--- src/hw/rtl/ant_pkg.sv ---
// Shared constants and widths for the adaptive noise threshold block.
`default_nettype none

package ant_pkg;

  // Storage and data widths.
  localparam int LEVEL_WIDTH = 16;
  localparam int MAX_HISTORY = 128;
  localparam int MIN_LENGTH  = 10;

  // Register field widths.
  localparam int HIST_WIDTH  = 8;
  localparam int SIGMA_WIDTH = 12;
  localparam int CFG_WIDTH   = 16;
  localparam int IDX_WIDTH   = 2;

  // Register indexes on the configuration port.
  localparam logic [IDX_WIDTH-1:0] REG_HISTORY_LENGTH = 2'd0;
  localparam logic [IDX_WIDTH-1:0] REG_ONSET_SIGMA    = 2'd1;
  localparam logic [IDX_WIDTH-1:0] REG_SILENCE_SIGMA  = 2'd2;
  localparam logic [IDX_WIDTH-1:0] REG_MIN_STD_DEV    = 2'd3;

  // Derived widths.
  localparam int POS_WIDTH   = $clog2(MAX_HISTORY);
  localparam int CNT_WIDTH   = $clog2(MAX_HISTORY + 1);
  localparam int SUM_WIDTH   = LEVEL_WIDTH + CNT_WIDTH;
  localparam int SQ_WIDTH    = 2 * LEVEL_WIDTH;
  localparam int VSUM_WIDTH  = SQ_WIDTH + CNT_WIDTH;
  localparam int MS_WIDTH    = LEVEL_WIDTH + SUM_WIDTH;
  localparam int DIV_WIDTH   = (VSUM_WIDTH > MS_WIDTH) ? VSUM_WIDTH : MS_WIDTH;
  localparam int PROD_WIDTH  = SIGMA_WIDTH + LEVEL_WIDTH;
  localparam int THR_WIDTH   = PROD_WIDTH + 2;
  localparam int FRAC_BITS   = 8;

  // Reset values of the registers.
  localparam logic [HIST_WIDTH-1:0]  HISTORY_LENGTH_RESET = 8'd94;
  localparam logic [SIGMA_WIDTH-1:0] ONSET_SIGMA_RESET    = 12'd768;
  localparam logic [SIGMA_WIDTH-1:0] SILENCE_SIGMA_RESET  = 12'd384;
  localparam logic [LEVEL_WIDTH-1:0] MIN_STD_DEV_RESET    = 16'd7;

endpackage

`default_nettype wire

--- src/hw/rtl/ant_sqrt.sv ---
// Digit-by-digit integer square root, one root bit per cycle.
`default_nettype none

module ant_sqrt (
  input  logic                            clk,
  input  logic                            rst,
  input  logic                            start,
  input  logic [ant_pkg::SQ_WIDTH-1:0]    radicand,
  output logic                            done,
  output logic [ant_pkg::LEVEL_WIDTH-1:0] root
);
  import ant_pkg::*;

  localparam int STEP_WIDTH = $clog2(LEVEL_WIDTH + 1);

  logic [SQ_WIDTH-1:0]      rad;
  logic [LEVEL_WIDTH+1:0]   rem;
  logic [LEVEL_WIDTH-1:0]   res;
  logic [STEP_WIDTH-1:0]    steps;
  logic                     busy;
  logic [LEVEL_WIDTH+1:0]   shifted;
  logic [LEVEL_WIDTH+1:0]   trial;
  logic                     fits;

  // Bring down the next two radicand bits and test 4*root + 1.
  always_comb begin
    shifted = {rem[LEVEL_WIDTH-1:0], rad[SQ_WIDTH-1:SQ_WIDTH-2]};
    trial   = {res, 2'b01};
    fits    = (shifted >= trial);
  end

  always_ff @(posedge clk) begin
    if (rst) begin
      busy  <= 1'b0;
      done  <= 1'b0;
      steps <= '0;
    end else begin
      done <= 1'b0;
      if (start) begin
        busy  <= 1'b1;
        steps <= STEP_WIDTH'(LEVEL_WIDTH);
      end else if (busy) begin
        steps <= steps - 1'b1;
        if (steps == STEP_WIDTH'(1)) begin
          busy <= 1'b0;
          done <= 1'b1;
        end
      end
    end
  end

  always_ff @(posedge clk) begin
    if (start) begin
      rad <= radicand;
      rem <= '0;
      res <= '0;
    end else if (busy) begin
      rad <= {rad[SQ_WIDTH-3:0], 2'b00};
      rem <= fits ? (shifted - trial) : shifted;
      res <= {res[LEVEL_WIDTH-2:0], fits};
    end
  end

  assign root = res;

endmodule

`default_nettype wire

--- config.mk ---
export PLATFORM = sky130hd
export DESIGN_NAME = ant_sqrt
export DESIGN_NICKNAME = d
export VERILOG_FILES = /design/src/hw/rtl/ant_pkg.sv /design/src/hw/rtl/ant_sqrt.sv
export SDC_FILE = /design/constraint.sdc
export NUM_CORES = 1
export LEC_CHECK = 0
export BUFFER_PORTS_ARGS = -buffer_cell sky130_fd_sc_hd__buf_2
export CAP_MARGIN = 0
export CORE_MARGIN = 4
export CORE_UTILIZATION = 45
export DETAILED_ROUTE_END_ITERATION = 16
export GPL_TIMING_DRIVEN = 1
export PLACE_DENSITY_LB_ADDON = 0.08
export SLEW_MARGIN = 20
export SYNTH_ARGS = -nofsm -noshare
export SYNTH_HDL_FRONTEND = slang
export SYNTH_SLANG_ARGS = --single-unit
--- constraint.sdc ---
create_clock -name clk -period 2.2 [get_ports clk]
set_input_delay 0.33 -clock clk [delete_from_list [all_inputs] [get_ports clk]]
set_output_delay 0.33 -clock clk [all_outputs]
set_load 0.005 [all_outputs]
==> impl_metrics.tcl <==
set metrics [dict create \
    grt_max_degree 36 \
    area_growth_pct 31.69 \
    numPortBuffers 51 \
    cts_root_buffer "clkbuf_8" \
    synth-edff-count 32 \
    crit_path_max_fanout 5 \
    grt_pass1_wl_um 13610 \
    status "finished, final reports clean" \
    cp-start-kind "flop" \
    max_freq_mhz 470.8 \
    grt_use_met1_pct 22.26 \
    core.rowCount 33 \
    drt-vias-per-instance 5.276 \
    die_w_um 99.64 \
    grt_usage_pct 17.30 \
    cp_top_family "simple AND/OR/NAND/NOR gates" \
    grt-ovfl-total 0 \
    yosysTopAreaCellShare_pct 25.43 \
    drt_iter0_drc 74 \
    fin_cells 558 \
    postRouteAntennaNets 0 \
    finalCritPeriodShare_pct 96.54 \
    path_buf_inv 2 \
    setup_violations 0 \
    relSlewSlack_pct 63.86 \
    grt_use_met3_pct 3.787 \
    pre_cts_ws_ps -35.13 \
    maxCapViolCount 0 \
    die_area_mm2 0.009927 \
    syn_area_per_cell_um2 10.80 \
    yosysTopAreaCell "edfxtp_1" \
    final_cell_area_mm2 0.004976 \
    top_usage_layer "met2" \
    start_util_pct 46.22 \
    setup-tns-final_ps 0 \
    cts_buffer_depth 2 \
    postCtsHoldBufs 0 \
    dpl.hpwl_um 6037 \
    worst_pin_slew_ps 541.0 \
    grt_pass1_vias 2828 \
    combPwrFrac_pct 58.2 \
    met2_usage_pct 29.03 \
    drive_gt1_share_pct 43.71 \
    fin_util_pct 60.87 \
    rsz0062_at_grt "yes" \
    vdd_drop_max_v 0.0008340 \
    end_kind "flop" \
    ys_top_cells_by_count "40 x nor2_1, 39 x dfxtp_1, 32 x edfxtp_1" \
    cts_tree "done" \
    gp_congestion 0.9047 \
    yosys_warnings 0 \
    crit_chain "inv_1 > ha_4 > o211ai_1 > a21oi_4 > o21bai_4 > a31oi_4 > nor2_4 > buf_12 > or4_4 > nand2_1" \
    finClkSkew_ps 11.41 \
    cts_made_buffers 9 \
    synthTopCellsByArea "edfxtp_1 25%, dfxtp_1 21%, mux2_2 8.9%, mux2i_1 6.9%, ha_1 6.6%" \
    antenna_found_initial 0 \
    r2r_slack_ps 80 \
    ys.flop_type "dfxtp_1" \
    period_needed_ps 2124 \
    drv_slew 0 \
    nFillCells 735 \
    hold_path.class "input port to flop" \
    fin_ws_ps 76.05 \
    nNetsFinal 503 \
    core_area_mm2 0.008175 \
    swShare_pct 35.92 \
    p_switching_mw 2.353 \
    synthesis.nets 405 \
    crit_type "flop to flop" \
    io_pins 52 \
    cp_data_required_time_ps 2480 \
    synthArstFlopShare_pct 0 \
    p_leak_nw 2.035 \
    placed_area_mm2 0.004477 \
    antenna_cells 0 \
    wire_per_inst_um 15.10 \
    ys_seq_area_share_pct 46.09 \
    max_stage_delay_ps 510 \
    drt_first_pass_iters 4 \
    clock_latency_ps 340 \
    yosysMostFrequentCell "nor2_1" \
    netlist_instances 350 \
    pwr-share-seq_pct 26.4 \
    drt_wl_total_um 8425 \
    power.share.clock_pct 15.5 \
    crit_arrival_ps 2410 \
    cp_slowest_cell "or4_4" \
    vias 2944 \
    hold_viol_final 0 \
    yosysUniqueCellTypes 57 \
    p_int_mw 4.197 \
    synth_area_mm2 0.003779 \
    drc_errors 0 \
    place_inst 537 \
    power_density_mw_per_mm2 1316 \
    clk_pin_slew_worst_paths_ps 70 \
    h-tree-depth 3 \
    die_y_um 99.64 \
    clkSinkCount 71 \
    ys_seq_elements 71 \
]
==> layout by cell type, fill, tap and decap left out, types with 2 or more instances in the layout <==
cell / netlist / final
nand2b_1: 4 / 3
clkbuf_8: 0 / 9
nor2b_1: 2 / 2
buf_12: 0 / 4
a21o_1: 3 / 3
clkbuf_1: 8 / 2
nor3_1: 5 / 5
a21oi_1: 13 / 9
nor2_1: 40 / 39
xor2_1: 5 / 5
xnor2_1: 10 / 10
and2_1: 2 / 2
a211oi_2: 0 / 2
ha_1: 20 / 7
buf_4: 0 / 45
nand3_1: 9 / 9
o2111ai_2: 1 / 2
edfxtp_1: 32 / 32
dfxtp_2: 0 / 13
a21oi_2: 2 / 5
mux2i_1: 26 / 25
and3_1: 4 / 3
dfxtp_1: 39 / 26
a31oi_1: 2 / 2
mux2_2: 30 / 30
o31ai_1: 2 / 2
buf_2: 1 / 51
inv_1: 23 / 22
o21ai_1: 1 / 3
o211ai_1: 3 / 3
ha_4: 0 / 12
a211oi_1: 10 / 8
nand2_1: 13 / 13
nor4b_1: 2 / 2
clkinvlp_4: 0 / 2
a32oi_1: 5 / 5
==> power by group through the flow <==
| stage | registers (mW) | logic [mW] | clock network (mW) |
|---|---|---|---|
| after CTS | 1.69 | 3.17 | 1.05 |
| after detailed placement | 1.71 | 3.05 | 0 |
| after floorplan | 1.67 | 2.11 | 0 |
| after global placement | 1.71 | 3.03 | 0 |
| after global routing | 1.75 | 4.13 | 1.11 |
| final | 1.73 | 3.81 | 1.01 |
==> routing by layer <==
layer  vias to the layer above  share of wire (%)
li1                       1475                  -
met1                      1417                 44
met2                        42                 51
met3                        10                3.1
met4                         0                1.3
met5                         -                  0
==> stage by stage <==
step / hold WS [ps] / power, mW
after CTS: 224.7 / 5.908
final: 243.0 / 6.550
after detailed placement: 473.7 / 4.766
after global placement: 480.6 / 4.737
after global routing: 229.7 / 6.984
after floorplan: 402.4 / 3.780
==> state kept, by name, summed over array words and instances (netlist names) <==
name and count:
steps 5, rem 16, busy 1, root 16
rad 32, done 1
==> path summary, 6_finish.rpt <==
| path | from | end | cells past startpoint |
|---|---|---|---|
| worst max-delay path | root[2] | rem[13] | 10 |
| worst min-delay path | rst | steps[4] | 2 |
| worst max register to register | root[2] | rem[13] | 10 |
| worst min register to register | rem[15] | rem[15] | 2 |
==> area by class of cell <==
type | instances | area, µm² | area share, %
repair buffers | 101 | 684.4 | 13.75
multi-input cells | 242 | 2126 | 42.72
inverters | 23 | 86.33 | 1.735
clock inverters | 5 | 58.81 | 1.182
clock buffers | 11 | 131.4 | 2.640
flip-flops and latches | 71 | 1758 | 35.33
well taps | 105 | 131.4 | 2.640
==> logic make-up after synthesis <==
logic type / after synthesis / share of synthesized area, %
AOI/OAI and AO/OA: 61 / 12.55
xor gates and xnor gates: 15 / 3.477
adders and majority gates: 20 / 6.623
buffers and inverters: 37 / 4.006
DFF: 71 / 46.09
muxes: 56 / 15.83
and+or+nand+nor: 90 / 11.42
==> timing repair <==
| item | 4_1_cts | 5_1_grt |
|---|---|---|
| resized for setup | 4 | 45 |
| buffers inserted | 0 | 5 |
| setup endpoints to repair | 2 | 14 |
| pin swaps | 4 | 17 |
| cloned | 0 | 0 |
No activity file was read; power rests on OpenSTA's default activity.
