## config.mk

```make
export PLATFORM = sky130hd
export DESIGN_NAME = ant_div
export DESIGN_NICKNAME = d
export VERILOG_FILES = /design/src/hw/rtl/ant_pkg.sv /design/src/hw/rtl/ant_div.sv
export SDC_FILE = /design/constraint.sdc
export NUM_CORES = 1
export LEC_CHECK = 0
export BUFFER_PORTS_ARGS = -buffer_cell sky130_fd_sc_hd__buf_2
export CORE_AREA = 8 8 84 86
export DETAILED_ROUTE_END_ITERATION = 6
export DIE_AREA = 0 0 92 94
export PLACE_DENSITY = 0.77
export SYNTH_ARGS = -nofsm -noshare
export SYNTH_HDL_FRONTEND = slang
export SYNTH_SLANG_ARGS = --single-unit
```

## constraint.sdc

```tcl
create_clock -name clk -period 2.15 [get_ports clk]
set_input_delay 0.3225 -clock clk [delete_from_list [all_inputs] [get_ports clk]]
set_output_delay 0.3225 -clock clk [all_outputs]
set_load 0.01 [all_outputs]
```

## src/hw/rtl/ant_pkg.sv

```systemverilog
// Shared constants and widths for the adaptive noise threshold block.
`default_nettype none

package ant_pkg;

  // Storage and data widths.
  localparam int LEVEL_WIDTH = 16;
  localparam int MAX_HISTORY = 128;
  localparam int MIN_LENGTH  = 10;

  // Register field widths.
  localparam int HIST_WIDTH  = 8;
  localparam int SIGMA_WIDTH = 12;
  localparam int CFG_WIDTH   = 16;
  localparam int IDX_WIDTH   = 2;

  // Register indexes on the configuration port.
  localparam logic [IDX_WIDTH-1:0] REG_HISTORY_LENGTH = 2'd0;
  localparam logic [IDX_WIDTH-1:0] REG_ONSET_SIGMA    = 2'd1;
  localparam logic [IDX_WIDTH-1:0] REG_SILENCE_SIGMA  = 2'd2;
  localparam logic [IDX_WIDTH-1:0] REG_MIN_STD_DEV    = 2'd3;

  // Derived widths.
  localparam int POS_WIDTH   = $clog2(MAX_HISTORY);
  localparam int CNT_WIDTH   = $clog2(MAX_HISTORY + 1);
  localparam int SUM_WIDTH   = LEVEL_WIDTH + CNT_WIDTH;
  localparam int SQ_WIDTH    = 2 * LEVEL_WIDTH;
  localparam int VSUM_WIDTH  = SQ_WIDTH + CNT_WIDTH;
  localparam int MS_WIDTH    = LEVEL_WIDTH + SUM_WIDTH;
  localparam int DIV_WIDTH   = (VSUM_WIDTH > MS_WIDTH) ? VSUM_WIDTH : MS_WIDTH;
  localparam int PROD_WIDTH  = SIGMA_WIDTH + LEVEL_WIDTH;
  localparam int THR_WIDTH   = PROD_WIDTH + 2;
  localparam int FRAC_BITS   = 8;

  // Reset values of the registers.
  localparam logic [HIST_WIDTH-1:0]  HISTORY_LENGTH_RESET = 8'd94;
  localparam logic [SIGMA_WIDTH-1:0] ONSET_SIGMA_RESET    = 12'd768;
  localparam logic [SIGMA_WIDTH-1:0] SILENCE_SIGMA_RESET  = 12'd384;
  localparam logic [LEVEL_WIDTH-1:0] MIN_STD_DEV_RESET    = 16'd7;

endpackage

`default_nettype wire

```

## src/hw/rtl/ant_div.sv

```systemverilog
// Bit-serial restoring divider: wide dividend by a short count.
`default_nettype none

module ant_div (
  input  logic                          clk,
  input  logic                          rst,
  input  logic                          start,
  input  logic [ant_pkg::DIV_WIDTH-1:0] dividend,
  input  logic [ant_pkg::CNT_WIDTH-1:0] divisor,
  output logic                          done,
  output logic [ant_pkg::DIV_WIDTH-1:0] quotient
);
  import ant_pkg::*;

  localparam int STEP_WIDTH = $clog2(DIV_WIDTH + 1);

  logic [DIV_WIDTH-1:0]  quo;
  logic [CNT_WIDTH-1:0]  rem;
  logic [STEP_WIDTH-1:0] steps;
  logic                  busy;
  logic [CNT_WIDTH:0]    trial;
  logic [CNT_WIDTH:0]    diff;
  logic                  fits;

  // One quotient bit per cycle: bring down the next dividend bit and try the divisor.
  always_comb begin
    trial = {rem, quo[DIV_WIDTH-1]};
    diff  = trial - {1'b0, divisor};
    fits  = (trial >= {1'b0, divisor});
  end

  // The dividend shifts out at the top while quotient bits shift in at the bottom.
  always_ff @(posedge clk) begin
    if (rst) begin
      busy  <= 1'b0;
      done  <= 1'b0;
      steps <= '0;
    end else begin
      done <= 1'b0;
      if (start) begin
        busy  <= 1'b1;
        steps <= STEP_WIDTH'(DIV_WIDTH);
      end else if (busy) begin
        steps <= steps - 1'b1;
        if (steps == STEP_WIDTH'(1)) begin
          busy <= 1'b0;
          done <= 1'b1;
        end
      end
    end
  end

  always_ff @(posedge clk) begin
    if (start) begin
      quo <= dividend;
      rem <= '0;
    end else if (busy) begin
      quo <= {quo[DIV_WIDTH-2:0], fits};
      rem <= fits ? diff[CNT_WIDTH-1:0] : trial[CNT_WIDTH-1:0];
    end
  end

  assign quotient = quo;

endmodule

`default_nettype wire

```

==> flow_summary.yaml, run 1 <==
outcome:
  outcome: "completed"
logic_synthesis:
  synth_area_mm2: 0.00277
  synth.avg_cell_area_um2: 12.9
  synthFlopType: "sky130_fd_sc_hd__edfxtp_1"
  yosys_register_bits: 56
  syn-instance-count: 214
  syn-num-nets: 276
  ys_seq_area_share_pct: 55.0
  ys_async_sr_fraction_pct: 0
  yosys_warnings: 0
  synth_cell_types: 43
  synth-edff-count: 40
layout:
  finished_layout_cell_area_mm2: 0.00342
  insertedDiodeCount: 0
  final-instance-count-excl-fill: 388
  drive_above_1_share_pct: 48.6
  final_stage_net_count: 374
  finalCoreUtilization_pct: 59.6
  n_fill_cell: 510
  area_growth_pct: 23.7
job:
  maximum_capacitance_violations: 0
floorplan:
  dieWidth_um: 92
  die_area_mm2: 0.00865
  chipHeight_um: 94
  coreArea_mm2: 0.00575
  ios: 92
  initial_core_util_pct: 48.1
  fp-row-count: 28
critical_path:
  worst_path_maximum_fanout: 3
  r2r-end: "rem[6]"
  setup.worst_path.end_class: "register"
  reg2regPathDepth: 8
  critical_path.slowest_cell: "sky130_fd_sc_hd__or4b_1"
  critical_path.cell_chain: "inv_1, ha_2, fa_1, nand2b_1, a21oi_1, or4b_1, and4_1, o31ai_1"
  worstSetupStartpointType: "register"
  worstPathArrival_ns: 2.21
  classification_of_the_worst_setup_path: "reg2reg"
  worstPathRequired_ns: 2.37
  critical_path.max_stage_delay_ns: 0.46
  setup.reg_to_reg.worst_slack_ns: 0.16
  reg2reg_from: "quotient[39]"
detailed_routing:
  antenna_violating_nets_post_route: 0
  drt-vias-per-instance: 5.14
  postRouteWirelength_um: 6210
  vias: 1996
  drcViolationCount: 0
  drt-pass1-iter-count: 4
  detail_route.wl_per_cell_um: 16.0
  drt_iter0_drc: 80
clocking:
  cts_num_sinks: 56
  hold_buffers: 0
  clk_path_buf_depth: 2
  cts.htree.levels: 2
  path_clk_slew_ns: 0.09
  tritoncts.num_buffers: 5
  worst_skew_pair.late_latency_ns: 0.30
  buffer_cell_driving_the_clock_tree_root: "sky130_fd_sc_hd__clkbuf_8"
  tritoncts: "yes"
power:
  comb_power_share_pct: 19.3
  max-vdd-ir-drop_mv: 0.460
  pwr_density_cell_mw_per_mm2: 684
  p_int_mw: 1.73
  static-leakage-power_nw: 1.47
  power.share.switching_pct: 26.0
  power.clock.fraction_pct: 23.7
  p_seq_share_pct: 56.9
  p_sw_mw: 0.610
timing:
  relative_max_transition_margin_pct: 67.1
  finalMaxSlewViolations: 0
  fin_crit_ns: 1.99
  final_hold_viol_count: 0
  worstMarginPinSlew_ns: 0.487
  fin_worst_hold_slack_ns: 0.276
  max_freq_mhz: 503
  final_min_period_over_clock_period_pct: 92.6
  rsz_0062_raised_after_global_routing: "false"
  finalClockSkew_ns: 0.00409
  final_setup_vio_count: 0
  timing.setup.tns_ns: 0
placed_design:
  dpl.hpwl_um: 4930
  io_buffer_count: 91
  gpl_congestion: 0.800
  placed_cells: 380
  post_detailed_placement_cell_area_mm2: 0.00334
grt:
  grt_max_degree: 26
  grt_remaining_overflow: 0
  grt_pass1_wl_um: 10100
  grt_antenna_before_repair: 1
  first_global_vias: 2100
  grtUsageTotal_pct: 14.5
min_path:
  hold-path-endpoint: "rem[0]"
  whs_path_depth: 2
  min-delay-path-class: "in2reg"
  timing.hold.worst.start: "start"
==> cell usage after synthesis (2+ instances only) <==
cell | instances | area [um^2]
sky130_fd_sc_hd__a211oi_1 | 3 | 22.5
sky130_fd_sc_hd__a21o_1 | 3 | 22.5
sky130_fd_sc_hd__a21oi_1 | 6 | 30.0
sky130_fd_sc_hd__buf_1 | 4 | 15.0
sky130_fd_sc_hd__buf_2 | 2 | 10.0
sky130_fd_sc_hd__dfxtp_1 | 16 | 320
sky130_fd_sc_hd__edfxtp_1 | 40 | 1200
sky130_fd_sc_hd__ha_1 | 10 | 125
sky130_fd_sc_hd__inv_1 | 13 | 48.8
sky130_fd_sc_hd__mux2_2 | 40 | 450
sky130_fd_sc_hd__mux2i_1 | 4 | 40.0
sky130_fd_sc_hd__nand2_1 | 12 | 45.0
sky130_fd_sc_hd__nand2b_1 | 3 | 18.8
sky130_fd_sc_hd__nor2_1 | 13 | 48.8
sky130_fd_sc_hd__nor2b_1 | 2 | 12.5
sky130_fd_sc_hd__nor3_1 | 4 | 20.0
sky130_fd_sc_hd__nor4b_1 | 2 | 17.5
sky130_fd_sc_hd__o21ai_0 | 4 | 20.0
sky130_fd_sc_hd__xnor2_1 | 5 | 43.8
sky130_fd_sc_hd__xor2_1 | 5 | 43.8
==> cell families (layout without fill, tap and decap cells) <==
family / Yosys count / count (layout) / synth area share [%]
compound gates: 26 / 26 / 6.87
xor+xnor: 10 / 10 / 3.17
fa+ha+maj: 11 / 11 / 5.25
buf+inv: 21 / 120 / 3.21
flops: 56 / 56 / 55.0
mux: 45 / 45 / 18.3
simple gates: 45 / 45 / 8.23
==> what timing repair did <==
action	4_1_cts	5_1_grt
endpoints found under the hold margin	0	0
buffers inserted	0	0
gates resized for setup	0	1
setup endpoints to repair	0	1
==> routing by layer <==
layer / up-vias / global-route usage, % / part of all wire [%]
li1: 977 / - / -
met1: 936 / 15.9 / 40
met2: 70 / 23.8 / 48
met3: 11 / 7.51 / 11
met4: 2 / 4.56 / 1.4
met5: - / 0 / 0.16
==> cells in the final DEF, fill, tap and decap left out, drive strengths merged, types with 2 or more instances in the layout <==
cell type	synthesis	layout
clkbuf	1	6
o21ai	5	5
a21o	3	3
xor2	5	5
nor3	4	4
nor2	13	13
inv	13	13
xnor2	5	5
edfxtp	40	40
nor4b	2	2
nand2b	3	3
mux2	41	41
nand2	12	12
ha	10	10
a21oi	6	6
a211oi	4	4
nor2b	2	2
buf	7	99
mux2i	4	4
dfxtp	16	16
==> final cells by class <==
type / count / area [um^2] / share of cell area [%]
inverters: 13 / 48.8 / 1.43
flip-flops and latches: 56 / 1520 / 44.4
multi-input cells: 137 / 1160 / 33.8
repair buffers: 99 / 515 / 15.1
clock buffers: 6 / 72.6 / 2.12
well taps: 75 / 93.8 / 2.74
clock inverters: 2 / 12.5 / 0.365
==> worst max-delay path, delay by kind of cell (launching register included) <==
kind,cells,cell delay (ns)
simple gates,3,0.80
fa+ha+maj,2,0.40
flops,1,0.38
compound gates,2,0.25
buf+inv,1,0.09
==> state kept, by name, indices dropped and copies added, names as in the netlist <==
| register | count |
|---|---|
| done | 1 |
| busy | 1 |
| steps | 6 |
| quotient | 40 |
| rem | 8 |
==> metrics by stage <==
step	setup WS [ns]	power, mW
after global routing	0.0139	2.46
final	0.160	2.34
after CTS	0.159	2.38
after global placement	0.135	1.80
after floorplan	0.226	1.62
after detailed placement	0.0825	1.82
==> worst max path at each step <==
stage / slack (ns) / to / start
CTS: 0.16 / rem[6] / quotient[39]
global placement: 0.14 / rem[0] / divisor[7]
floorplan: 0.23 / rem[6] / quotient[39]
global route: 0.01 / rem[6] / quotient[39]
detailed placement: 0.08 / rem[0] / divisor[7]
finish: 0.16 / rem[6] / quotient[39]
==> power groups by stage <==
stage	Sequential, mW	Combinational, mW	Clock (mW)
2_1_floorplan	1.39	0.237	0
3_3_place_gp	1.35	0.450	0
3_5_place_dp	1.36	0.460	0
4_1_cts	1.33	0.461	0.580
5_1_grt	1.35	0.503	0.611
6_report	1.33	0.452	0.556
Note: power is estimated with default switching activity, not from simulation.
==> run 2: changes to the inputs <==
==> constraint.sdc (replaced) <==
create_clock -name clk -period 2.5 [get_ports clk]
set_input_delay 0.375 -clock clk [delete_from_list [all_inputs] [get_ports clk]]
set_output_delay 0.375 -clock clk [all_outputs]
set_load 0.01 [all_outputs]
==> run 2 against run 1 <==
Compared with the run above:
- global-route usage decreased by 0.39 points
- largest power group unchanged
- worst hold slack improved by 0.058 ns
- critical path type unchanged
- final area decreased by 0.91%
==> flow_summary.yaml, run 2 (synthesis gave the netlist of run 1 again) <==
placed_design:
  post_detailed_placement_cell_area_mm2: 0.00330
  placed_cells: 374
  dpl.hpwl_um: 4660
  io_buffer_count: 91
  place_worst_setup_slack_ns: 0.236
  gpl_congestion: 0.807
layout:
  final_stage_net_count: 368
  insertedDiodeCount: 0
  final-instance-count-excl-fill: 382
  finalCoreUtilization_pct: 59.0
  largest_register_ff_count: 40
  most_frequent_cells_in_the_layout: "91 x sky130_fd_sc_hd__buf_2, 40 x sky130_fd_sc_hd__mux2_2, 40 x sky130_fd_sc_hd__edfxtp_1, 16 x sky130_fd_sc_hd__dfxtp_1"
  finished_layout_cell_area_mm2: 0.00339
  drive_above_1_share_pct: 47.2
  final_common_cell: "sky130_fd_sc_hd__buf_2"
  area_growth_pct: 22.6
critical_path:
  worst_path_maximum_fanout: 11
  classification_of_the_worst_setup_path: "reg2reg"
  worstSetupStartpointType: "register"
  setup.worst_path.end_class: "register"
  worstPathArrival_ns: 2.36
  critical_path.slowest_cell: "sky130_fd_sc_hd__o21ai_2"
  critical_path.max_stage_delay_ns: 0.45
  critical_path.cell_chain: "ha_1, and3_1, nand3_1, o21ai_2, mux2_4, a211oi_2"
  worstPathRequired_ns: 2.73
floorplan:
  initial_core_util_pct: 48.1
  coreArea_mm2: 0.00575
  dieWidth_um: 92
  die_area_mm2: 0.00865
  ios: 92
  chipHeight_um: 94
  fp-row-count: 28
detailed_routing:
  detail_route.wl_per_cell_um: 15.8
  drt-vias-per-instance: 5.09
  vias: 1946
  drt_iter0_drc: 97
  antenna_violating_nets_post_route: 0
  postRouteWirelength_um: 6040
  drcViolationCount: 0
  drt-pass1-iter-count: 4
power:
  static-leakage-power_nw: 1.44
  p_int_mw: 1.49
  pwr_density_cell_mw_per_mm2: 593
  p_seq_share_pct: 56.9
  max-vdd-ir-drop_mv: 0.496
  power.share.switching_pct: 26.0
  power.clock.fraction_pct: 24.0
  finalPower_mw: 2.01
  p_sw_mw: 0.523
  comb_power_share_pct: 19.1
timing:
  rsz_0062_raised_after_global_routing: "false"
  worstMarginPinSlew_ns: 0.600
  fin_crit_ns: 2.13
  finalMaxSlewViolations: 0
  final_setup_vio_count: 0
  fin_worst_hold_slack_ns: 0.333
  worst_path_setup_slack_after_routing_ns: 0.368
  final_min_period_over_clock_period_pct: 85.3
  relative_max_transition_margin_pct: 60.0
  timing.setup.tns_ns: 0
  finalClockSkew_ns: 0.00423
  max_freq_mhz: 469
  final_hold_viol_count: 0
grt:
  grt_antenna_before_repair: 1
  grt_max_degree: 50
  grtUsageTotal_pct: 14.1
  first_global_vias: 2105
  grt_pass1_wl_um: 9850
  grt_remaining_overflow: 0
clocking:
  clk_path_buf_depth: 2
  hold_buffers: 0
  tritoncts.num_buffers: 5
  worst_skew_pair.late_latency_ns: 0.30
  tritoncts: "yes"
  buffer_cell_driving_the_clock_tree_root: "sky130_fd_sc_hd__clkbuf_8"
  cts.htree.levels: 2
  post_cts_buffers: 0
  path_clk_slew_ns: 0.10
  cts_num_sinks: 56
  post_cts_resize_count: 0
job:
  maximum_capacitance_violations: 0
min_path:
  min-delay-path-class: "in2reg"
outcome:
  outcome: "completed"
run 2: changes by cell type in the layout (fill, tap and decap cells not counted), sizes merged:
| cell | change |
|---|---|
| buf | -6 |
run 2: path summary, 6_finish.rpt:
| path | slack [ns] | cells past startpoint | startpoint | endpoint |
|---|---|---|---|---|
| min reg2reg | 0.50 | 2 | rem[6] | rem[6] |
| max | 0.37 | 6 | rem[5] | rem[0] |
| min | 0.33 | 2 | rst | steps[3] |
| max reg2reg | 0.37 | 6 | rem[5] | rem[0] |
run 2: cell type report:
class | instances | area (um^2)
clock inverters | 2 | 16.3
multi-input cells | 137 | 1160
inverters | 13 | 48.8
well taps | 75 | 93.8
flip-flops and latches | 56 | 1520
clock buffers | 6 | 72.6
repair buffers | 93 | 483
fillers | 484 | 2350
run 2: worst max-delay path: cells and delay by family (launching register included):
family	cells	cell delay (ns)
AOI/OAI and AO/OA	2	0.65
adders and majority gates	1	0.39
DFF	1	0.35
muxes	1	0.35
and+or+nand+nor	2	0.33
run 2: metal layers:
metal  wire (um)  vias to the layer above  global-route usage, %
li1            -                      966                      -
met1        2590                      906                   16.3
met2        2850                       64                   22.4
met3         509                        8                   6.71
met4          85                        2                   4.97
met5           8                        -                      0
run 2: power by group through the flow:
stage,combinational (mW),clock [mW],sequential [mW]
after floorplan,0.204,0,1.19
after global placement,0.380,0,1.16
after detailed placement,0.388,0,1.17
after CTS,0.390,0.502,1.15
after global routing,0.426,0.528,1.16
final,0.384,0.482,1.14
==> run 3: changes to the inputs <==
--- a/config.mk
+++ b/config.mk
@@ -7,6 +7,7 @@
 export LEC_CHECK = 0
 export BUFFER_PORTS_ARGS = -buffer_cell sky130_fd_sc_hd__buf_2
 export CORE_AREA = 8 8 84 86
+export CTS_BUF_LIST = sky130_fd_sc_hd__clkbuf_2 sky130_fd_sc_hd__clkbuf_4 sky130_fd_sc_hd__clkbuf_8
 export DETAILED_ROUTE_END_ITERATION = 6
 export DIE_AREA = 0 0 92 94
 export PLACE_DENSITY = 0.77
==> constraint.sdc (replaced) <==
create_clock -name clk -period 2.5 [get_ports clk]
set_input_delay 0 -clock clk [delete_from_list [all_inputs] [get_ports clk]]
set_output_delay 0 -clock clk [all_outputs]
set_load 0.01 [all_outputs]
==> run 3 against run 2 <==
Compared with the run above:
- critical path depth unchanged
- register-to-register slack about the same
- maximum frequency is 0.31% lower
- final area up 9.8%
- non-clock buffer count grew 33
- cell count up 8.6%
- global-route usage increased by 1.3 points
- critical path type unchanged
- critical endpoint unchanged
==> flow_summary.yaml, run 3 (synthesis gave the netlist of run 1 again) <==
timing:
  final_hold_viol_count: 0
  fin_crit_ns: 2.14
  fin_worst_hold_slack_ns: 0.00645
  final_min_period_over_clock_period_pct: 85.5
  finalMaxSlewViolations: 0
  rsz_0062_raised_after_global_routing: "false"
  final_setup_vio_count: 0
  max_freq_mhz: 468
  relative_max_transition_margin_pct: 62.1
  worstMarginPinSlew_ns: 0.569
  timing.setup.tns_ns: 0
  finalClockSkew_ns: 0.00417
floorplan:
  chipHeight_um: 94
  ios: 92
  dieWidth_um: 92
  initial_core_util_pct: 48.1
  die_area_mm2: 0.00865
  coreArea_mm2: 0.00575
  fp-row-count: 28
clocking:
  post_cts_buffers: 0
  post_cts_resize_count: 0
  cts_num_sinks: 56
  tritoncts.num_buffers: 5
  path_clk_slew_ns: 0.10
  tritoncts: "yes"
  cts.htree.levels: 2
  clk_path_buf_depth: 2
  hold_buffers: 33
  worst_skew_pair.late_latency_ns: 0.30
  buffer_cell_driving_the_clock_tree_root: "sky130_fd_sc_hd__clkbuf_8"
min_path:
  min-delay-path-class: "in2reg"
  timing.hold.worst.start: "dividend[22]"
  whs_path_depth: 2
  hold-path-endpoint: "quotient[22]"
layout:
  drive_above_1_share_pct: 42.9
  area_growth_pct: 34.7
  most_frequent_cells_in_the_layout: "91 x sky130_fd_sc_hd__buf_2, 40 x sky130_fd_sc_hd__mux2_2, 40 x sky130_fd_sc_hd__edfxtp_1, 33 x sky130_fd_sc_hd__dlygate4sd3_1, 16 x sky130_fd_sc_hd__dfxtp_1"
  final_stage_net_count: 401
  final_common_cell: "sky130_fd_sc_hd__buf_2"
  final-instance-count-excl-fill: 415
  n_fill_cell: 450
  insertedDiodeCount: 0
  largest_register_ff_count: 40
power:
  static-leakage-power_nw: 1.58
  max-vdd-ir-drop_mv: 0.344
  pwr_density_cell_mw_per_mm2: 557
placed_design:
  gpl_congestion: 0.949
  placed_cells: 374
  io_buffer_count: 91
  dpl.hpwl_um: 4700
job:
  maximum_capacitance_violations: 0
critical_path:
  reg2regPathDepth: 6
  classification_of_the_worst_setup_path: "reg2reg"
  r2r-end: "rem[0]"
  worstSetupStartpointType: "register"
  reg2reg_from: "rem[5]"
  worst_path_maximum_fanout: 11
  setup.worst_path.end_class: "register"
  worstPathArrival_ns: 2.37
  setup.reg_to_reg.worst_slack_ns: 0.36
  worstPathRequired_ns: 2.73
detailed_routing:
  postRouteWirelength_um: 6640
  drt_iter0_drc: 73
  vias: 2105
  drt-vias-per-instance: 5.07
  drt-pass1-iter-count: 4
  drcViolationCount: 0
  detail_route.wl_per_cell_um: 16.0
  antenna_violating_nets_post_route: 0
grt:
  first_global_vias: 2286
  grt_antenna_before_repair: 0
  grt_max_degree: 33
  grt_remaining_overflow: 0
  grtUsageTotal_pct: 15.4
  grt_pass1_wl_um: 10900
outcome:
  outcome: "completed"
## run 3: per-stage QoR
stage               total power [mW]  util, %  instance area (um^2)  setup slack, ns
global route                    2.17     64.9                  3730            0.217
detailed placement              1.55     57.5                  3300            0.388
finish                          2.07     64.9                  3730            0.361
floorplan                       1.40        -                  2770            0.576
global placement                1.54     57.5                  3300            0.447
CTS                             2.10     64.9                  3730            0.359
## run 3: critical path: stages (launching register included)
cell and delay [ns]:
sky130_fd_sc_hd__dfxtp_1 0.34, sky130_fd_sc_hd__ha_1 0.39, sky130_fd_sc_hd__and3_1 0.22, sky130_fd_sc_hd__nand3_1 0.10, sky130_fd_sc_hd__o21ai_2 0.47, sky130_fd_sc_hd__mux2_4 0.35, sky130_fd_sc_hd__a211oi_2 0.19
## run 3: worst max path at each step
stage | start | endpoint | slack, ns
floorplan | quotient[39] | rem[6] | 0.58
global placement | rem[5] | rem[0] | 0.45
detailed placement | rem[5] | rem[0] | 0.39
CTS | rem[5] | rem[0] | 0.36
global route | rem[5] | rem[0] | 0.22
finish | rem[5] | rem[0] | 0.36
## run 3: area by class of cell
type | count | area [um^2] | area share [%]
Multi-Input combinational cell | 137 | 1160 | 31.0
Tap cell | 75 | 93.8 | 2.52
Sequential cell | 56 | 1520 | 40.8
Clock inverter | 2 | 16.3 | 0.437
Clock buffer | 6 | 76.3 | 2.05
Timing Repair Buffer | 126 | 813 | 21.8
Inverter | 13 | 48.8 | 1.31
## run 3: routing by layer
metal / GRT usage [%] / vias up / share of wire, %
met1: 16.9 / 992 / 40
met5: 0 / - / 0
met4: 4.16 / 0 / 1.3
li1: - / 1040 / -
met3: 5.76 / 10 / 7.6
met2: 27.5 / 63 / 51
## run 3: where the power goes
group	internal [mW]	total [mW]	switching [mW]
clock network	0.211	0.499	0.289
registers	1.10	1.15	0.0498
logic	0.226	0.429	0.204
